## config.mk

```make
export PLATFORM = sky130hd
export DESIGN_NAME = app_blend
export DESIGN_NICKNAME = d
export VERILOG_FILES = /design/src/rtl/app_pkg.sv /design/src/rtl/app_blend.sv
export SDC_FILE = /design/constraint.sdc
export NUM_CORES = 1
export LEC_CHECK = 0
export BUFFER_PORTS_ARGS = -buffer_cell sky130_fd_sc_hd__buf_2
export CAP_MARGIN = 20
export CORE_UTILIZATION = 50
export DETAILED_ROUTE_END_ITERATION = 7
export GPL_ROUTABILITY_DRIVEN = 1
export PLACE_DENSITY = 0.64
export SLEW_MARGIN = 20
export SYNTH_ARGS = -nofsm -noshare
export SYNTH_HDL_FRONTEND = slang
export SYNTH_SLANG_ARGS = --single-unit
```

## constraint.sdc

```tcl
create_clock -name vclk -period 8.8
set_input_delay 0.88 -clock vclk [all_inputs]
set_output_delay 0.88 -clock vclk [all_outputs]
set_load 0.03 [all_outputs]
```

## src/rtl/app_pkg.sv

```systemverilog
`timescale 1ns / 1ps
// shared types, constants and helper functions for the alpha point plotter
// no dependencies

package app_pkg;

  localparam int IMAGE_SIDE = 256;
  localparam int IDX_W      = $clog2(IMAGE_SIDE);
  localparam int PIX_COUNT  = IMAGE_SIDE * IMAGE_SIDE;
  localparam int ADDR_W     = $clog2(PIX_COUNT);
  localparam int PIXEL_W    = 24;
  localparam int PALETTE_SIZE = 10;

  localparam logic [PIXEL_W-1:0] WHITE_PIXEL = 24'hFFFFFF;
  localparam logic [8:0]         ALPHA_FULL  = 9'd256;

  typedef enum logic [1:0] {
    ACT_PLOT   = 2'd0,
    ACT_READ   = 2'd1,
    ACT_WHITEN = 2'd2
  } action_t;

  typedef enum logic [2:0] {
    CFG_X_ORIGIN = 3'd0,
    CFG_Y_ORIGIN = 3'd1,
    CFG_X_SCALE  = 3'd2,
    CFG_Y_SCALE  = 3'd3,
    CFG_ALPHA    = 3'd4
  } cfg_idx_t;

  typedef struct packed {
    action_t            action;
    logic signed [31:0] point_x;
    logic signed [31:0] point_y;
    logic [31:0]        group_number;
    logic [7:0]         pixel_col;
    logic [7:0]         pixel_row;
  } in_item_t;

  typedef struct packed {
    logic [7:0] red;
    logic [7:0] green;
    logic [7:0] blue;
  } pixel_t;

  // step enables from the sequencer to the coordinate mapper
  typedef struct packed {
    logic diff_en;
    logic mul_en;
  } map_ctl_t;

  function automatic logic [IDX_W-1:0] clamp_idx(input logic [31:0] v);
    logic [IDX_W-1:0] res;
    if (v > 32'(IMAGE_SIDE - 1)) res = IDX_W'(IMAGE_SIDE - 1);
    else res = v[IDX_W-1:0];
    return res;
  endfunction

  function automatic logic [ADDR_W-1:0] pixel_addr(input logic [IDX_W-1:0] row,
                                                   input logic [IDX_W-1:0] col);
    return ADDR_W'(row) * ADDR_W'(IMAGE_SIDE) + ADDR_W'(col);
  endfunction

  function automatic pixel_t palette_color(input logic [3:0] sel);
    pixel_t c;
    case (sel)
      4'd0:    c = '{red: 8'd240, green: 8'd188, blue: 8'd0};
      4'd1:    c = '{red: 8'd178, green: 8'd57,  blue: 8'd147};
      4'd2:    c = '{red: 8'd39,  green: 8'd204, blue: 8'd122};
      4'd3:    c = '{red: 8'd21,  green: 8'd163, blue: 8'd206};
      4'd4:    c = '{red: 8'd235, green: 8'd84,  blue: 8'd54};
      4'd5:    c = '{red: 8'd138, green: 8'd103, blue: 8'd52};
      4'd6:    c = '{red: 8'd255, green: 8'd116, blue: 8'd116};
      4'd7:    c = '{red: 8'd120, green: 8'd80,  blue: 8'd171};
      4'd8:    c = '{red: 8'd48,  green: 8'd179, blue: 8'd179};
      4'd9:    c = '{red: 8'd211, green: 8'd47,  blue: 8'd91};
      default: c = '{red: 8'd240, green: 8'd188, blue: 8'd0};
    endcase
    return c;
  endfunction

endpackage

```

## src/rtl/app_blend.sv

```systemverilog
`timescale 1ns / 1ps
// per-channel alpha blend of a palette color into a stored pixel
// depends on app_pkg

module app_blend (
  input  app_pkg::pixel_t old_pix,
  input  app_pkg::pixel_t color,
  input  logic [8:0]      alpha,
  output app_pkg::pixel_t new_pix
);
  import app_pkg::*;

  function automatic logic [7:0] mix(input logic [7:0] old_c, input logic [7:0] new_c,
                                     input logic [8:0] a);
    logic [8:0]  inv;
    logic [16:0] p_old, p_new, acc;
    inv   = ALPHA_FULL - a;
    p_old = {8'd0, inv} * {9'd0, old_c};
    p_new = {8'd0, a} * {9'd0, new_c};
    acc   = p_old + p_new;
    return acc[15:8];
  endfunction

  assign new_pix.red   = mix(old_pix.red,   color.red,   alpha);
  assign new_pix.green = mix(old_pix.green, color.green, alpha);
  assign new_pix.blue  = mix(old_pix.blue,  color.blue,  alpha);

endmodule

```

; ---- Yosys cells after proc, flatten, opt, wreduce, memory -nomap -nowiden
; Cells that the tools add are included.
[word_totals]
elab_cells = 10
ramBits = 0
mem_bits_ro = 0
ff_bits = 0
out_inout_bits = 24
mem_count = 0
latch_bits = 0
[classes]
mul = 6
shift = 0
muxes = 0
n_eq_ne = 0
order_cmp = 0
bitwise_logic = 0
reduce_logical = 0
div = 0
add_sub_neg = 4
[ops]
columns = cell, n
row1 = 9-bit by 8-bit multiplier with 16-bit output, 6
row2 = 16-bit adder, 3
row3 = 9-bit subtractor (first input constant), 1

; ---- Logic depth before layout (Yosys ltp)
; Gate-level depths: netlist (run 1).
[logic_depth]
depth_word = 3
mapped_depth = 26
mapped_depth_nobuf = 23

; ---- Least setup slack after synthesis (run 1)
; Ideal clock, no wire load.
[synth_timing]
path_kind = input-to-output
startpoint = input port alpha[0]
endpoint = output port new_pix[15] in the netlist's numbering
stages = 25
arrival_time_ns = 7.361
path_slack_ns = 0.559
required_ns = 7.920
path_cell_list = clkbuf_1 clkbuf_1 inv_1 ha_1 inv_1 nor4_4 xnor2_1 clkbuf_1 nand2_1 fa_1 fa_1 inv_1 fa_1 fa_1 fa_1 inv_1 fa_1 inv_1 ha_1 a21oi_1 nor2_1 a211oi_1 o221ai_1 a31o_2 xnor2_1
[synth_rtl]
columns = element, line
row1 = "start, declared", app_blend.sv:8  ; input logic [8:0] alpha,
row2 = "end, declared", app_blend.sv:9  ; output app_pkg::pixel_t new_pix

==> results_dict.tcl, run 1 <==
set metrics [dict create \
    final-max-slew-violation-count 0 \
    max_cap_viol_count 0 \
    synth_cell_type_count 38 \
    hold_path_depth 6 \
    syn-instance-count 1551 \
    ys_seq_area_share_pct 0 \
    fin_crit_ns 8.51 \
    crit_required_ns 7.92 \
    hold_path_end "new_pix[8]" \
    end_kind "output port" \
    gp_congestion 0.856 \
    clock_buffers 0 \
    worst_pin_slew_ns 0.754 \
    setup_ws_ns 0.291 \
    regArea_um2 0 \
    antenna_found_initial 2 \
    yosys.area_share.simple_pct 18.5 \
    start_kind "input pin" \
    design.seq.count 0 \
    areaGrowthSynthToFinish_pct 6.39 \
    syn_area_per_cell_um2 8.82 \
    num_io_pins 81 \
    viasPerCell 5.11 \
    coreArea_um2 26900 \
    grt_start_max_net_pins 49 \
    die_x_um 167 \
    final_cell_mix "inv_1 (418), fa_1 (318), and2_1 (257)" \
    final_nets 2151 \
    hp-class "in -> out" \
    die_area_um2 28000 \
    track_usage_pct 23.4 \
    core.rowCount 60 \
    stdcell_count 1941 \
    drive_gt1_share_pct 7.50 \
    yosysWarnings 0 \
    layout_commonest_cell "inv_1" \
    synth.area.mux_share_pct 0 \
    synth.area.top_cells "fa_1 (47%), ha_1 (16%), and2_1 (12%)" \
    syn_nets 2101 \
    drc 0 \
    port_buffers 81 \
    setup_violations 0 \
    synth_top_cell_area_share_pct 46.5 \
    fin_crit_sh_pct 96.7 \
    drt_iter0_markers 398 \
    use_met1_pct 30.4 \
    grt_use_met2_pct 43.8 \
    critical_path.cell_chain "buf_2 -> or4_4 -> nor4_1 -> xnor2_2 -> and2_1 -> fa_1 -> inv_1 -> fa_1 -> inv_1 -> fa_1 -> fa_1 -> fa_1 -> inv_1 -> fa_1 -> inv_1 -> ha_1 -> or3_1 -> a2111oi_1 -> nor4b_1 -> buf_4 -> a31oi_1 -> xnor2_1 -> buf_2" \
    die_h_um 167 \
    crit_buf_inv 7 \
    grt.busiest_layer "met2" \
    critical-path-max-stage-delay_ns 0.59 \
    finalHoldViolCount 0 \
    placed_cells 1936 \
    synth_top_family_by_area "adder cells" \
    firstDrtPassIters 5 \
    utilization_pct 54.1 \
    path_max_fanout 10 \
    placed_area_um2 14500 \
    synthAdderAreaFrac_pct 62.6 \
    crit_arrival_ns 7.63 \
    max-slew-margin-rel_pct 49.5 \
    cp_top_family "adder cells" \
    crit_top_cell "fa_1" \
    path_class "in -> out" \
    netlist_area_um2 13700 \
    grt_pass1_wl_um 52600 \
    hold_buffers 0 \
    grt_pass1_vias 10800 \
    worstHoldStart "old_pix[8]" \
    via_count 9920 \
    synth_xor_area_share_pct 3.39 \
    wl_um 30500 \
    ant_nets 0 \
    status "finished, final reports clean" \
    use_met3_pct 1.16 \
    yosysTopAreaCell "fa_1" \
    clock.fmax_mhz 118 \
    synth_compound_area_share_pct 2.36 \
    design_area_um2 14600 \
    start_util_pct 50.9 \
    dpl.hpwl_um 26300 \
    wl_per_cell_um 15.7 \
    grt_overflow_total 0 \
    critPathSlowestCell "or4_4" \
    place_ws_ns 0.180 \
]
cells in the mapped netlist:
master / instances
o221ai_1: 1
or2_2: 1
xnor2_1: 43
o21bai_1: 2
a211oi_1: 1
o211ai_1: 2
fa_1: 318
or4_1: 1
buf_6: 1
a22oi_1: 2
nand2_1: 177
a2111oi_0: 1
xor2_1: 10
nand3_1: 3
nor4b_1: 5
clkbuf_1: 54
nand4_1: 5
o21ai_0: 9
or4_4: 1
nand3b_1: 1
a21o_1: 8
nor3_1: 7
a31o_2: 1
nor2_1: 7
nor4_4: 1
or3_1: 1
inv_1: 418
a31oi_1: 3
a21oi_1: 19
and2_1: 257
o31ai_1: 1
and3_1: 4
ha_1: 175
a311oi_1: 2
buf_1: 5
nor4_1: 1
nand2b_1: 2
buf_2: 1
timing repair:
| item | CTS | global route |
|---|---|---|
| buffers inserted | 0 | 4 |
| gates resized for setup | 0 | 1 |
| setup endpoints to repair | 0 | 3 |
how the worst max path moves through the flow:
stage          slack [ns]  startpoint  cells after the start          end
5_1_grt             -0.01    alpha[2]                     23   new_pix[7]
3_3_place_gp         0.30    alpha[2]                     23   new_pix[7]
2_1_floorplan        0.56    alpha[0]                     25  new_pix[15]
3_5_place_dp         0.18    alpha[2]                     23   new_pix[7]
4_1_cts              0.16    alpha[2]                     23   new_pix[7]
6_report             0.29    alpha[2]                     23   new_pix[7]
layout make-up:
cell class	instances	area (µm²)
repair buffers	109	628
diodes	1	2.50
multi-input cells	1072	11900
fillers	2535	12300
well taps	341	427
inverters	418	1570
per-stage QoR:
step	hold slack, ns	TNS, ns
2_1_floorplan	2.19	0
3_3_place_gp	2.48	0
3_5_place_dp	2.51	0
4_1_cts	2.50	0
5_1_grt	2.56	-0.0122
6_report	2.49	0
cell families (layout without fill, tap and decap cells):
group / Yosys count / after routing
simple gates: 474 / 474
fa+ha+maj: 493 / 493
compound gates: 52 / 52
buf+inv: 479 / 527
xor+xnor: 53 / 53
other cells: 0 / 1
per-layer routing:
metal,routed length [µm],vias to the layer above,part of all wire (%)
met3,1170,33,3.8
met5,10,-,0.033
met4,408,2,1.3
met1,12800,5095,42
li1,-,4571,-
met2,16000,219,53
Power of run 1 is not shown: default switching activity piles up to over one toggle a cycle in this logic, so the estimate is an artifact.
==> run 2, diff against run 1 <==
Settings changed: CORE_UTILIZATION 50 to 59, PLACE_DENSITY 0.64 to 0.77.
Clock period 8.8 ns to 7 ns, I/O delays scaled along.
==> run 2 against run 1 <==
  * Hold slack worse by 0.29 ns
  * Sequential share of layout area did not move
  * Design area is 13% higher
  * Critical endpoint is now new_pix[14]
  * Utilization grew 18 points
  * The run now ends with negative setup slack left
  * Wire length rose by 6.0%
==> results_dict.tcl, run 2 (synthesis results as in run 1) <==
set metrics [dict create \
    die_area_um2 23800 \
    firstDrtPassIters 5 \
    start_kind "input pin" \
    fin_crit_ns 7.42 \
    path_class "in -> out" \
    coreArea_um2 22700 \
    ant_nets 0 \
    wl_um 32300 \
    crit_arrival_ns 6.72 \
    viasPerCell 5.29 \
    max_cap_viol_count 0 \
    hp-class "in -> out" \
    design.seq.count 0 \
    clock.fmax_mhz 135 \
    grt.busiest_layer "met2" \
    max-slew-margin-rel_pct 55.7 \
    final_nets 2260 \
    regArea_um2 0 \
    wl_per_cell_um 16.2 \
    core.rowCount 55 \
    use_met1_pct 35.7 \
    use_met3_pct 2.30 \
    fin_crit_sh_pct 106 \
    grt_use_met2_pct 53.3 \
    antenna_found_initial 0 \
    crit_required_ns 6.30 \
    track_usage_pct 28.4 \
    layout_commonest_cell "inv_1" \
    grt_pass1_vias 11700 \
    rsz0062_at_grt "true" \
    end_kind "output port" \
    violations "negative setup slack" \
    final_cell_mix "inv_1 (398), fa_1 (312), and2_1 (251)" \
    die_h_um 154 \
    drive_gt1_share_pct 20.8 \
    hold_path_depth 6 \
    path_max_fanout 5 \
    final-max-slew-violation-count 0 \
    die_x_um 154 \
    setup_violations 19 \
    status "finished with violations" \
    timing.setup.tns_ns -5.67 \
    grt_pass1_wl_um 54000 \
    gp_congestion 0.849 \
    start_util_pct 60.2 \
    finalHoldViolCount 0 \
    grt_start_max_net_pins 31 \
    clock_buffers 0 \
    grt_overflow_total 0 \
    setup_ws_ns -0.420 \
    areaGrowthSynthToFinish_pct 20.2 \
    dpl.hpwl_um 26400 \
    worst_pin_slew_ns 0.661 \
    num_io_pins 81 \
    drc 0 \
    drt_iter0_markers 508 \
    port_buffers 81 \
    via_count 10500 \
]
[run 2: path summary, 6_finish.rpt]
path	to	from	slack, ns
worst min-delay path	new_pix[8]	old_pix[8]	2.20
worst max-delay path	new_pix[14]	alpha[4]	-0.42
[run 2: critical path, stage by stage]
cell,delay (ns)
buf_6,0.09
or4_4,0.60
nor4_4,0.22
xnor2_2,0.17
buf_4,0.18
buf_12,0.13
and2_4,0.15
fa_1,0.52
inv_1,0.05
fa_1,0.47
inv_1,0.05
fa_1,0.49
fa_1,0.50
fa_1,0.49
inv_1,0.05
fa_1,0.49
inv_2,0.05
ha_4,0.23
nand2_4,0.07
nor2_2,0.04
a211oi_2,0.20
o221ai_2,0.18
buf_4,0.18
a21oi_4,0.13
xnor2_2,0.13
buf_6,0.15
[run 2: layout make-up]
class / instances / area, µm²
multi-input cells: 1072 / 12800
fillers: 1615 / 6270
repair buffers: 218 / 1740
inverters: 418 / 1570
well taps: 285 / 357
diodes: 1 / 2.50
[run 2: what timing repair did]
item,4_1_cts,5_1_grt
cloned,1,0
setup buffers,19,22
setup endpoints to repair,24,24
resized for setup,85,101
hold buffers,0,0
pin swaps,55,82
[run 2: per-layer routing]
| metal | up-vias | share of wire (%) |
|---|---|---|
| met3 | 61 | 5.9 |
| met4 | 0 | 2.4 |
| met2 | 327 | 53 |
| met1 | 5373 | 39 |
| met5 | - | 0 |
| li1 | 4787 | - |
[run 2: metrics by stage]
stage                     cell area (µm²)  utilization [%]  hold WS (ns)  setup slack (ns)  cells
after detailed placement            15400             67.8          2.11            -0.598   1956
after global routing                16400             72.4          2.24            -0.620   1993
after CTS                           15900             70.0          2.11            -0.491   1975
final                               16400             72.4          2.20            -0.420   1994
after global placement              15400             67.8          2.11            -0.564   1956
after floorplan                     14200                -          1.83            -0.244   1551
Power of run 2 is left out for the same reason.
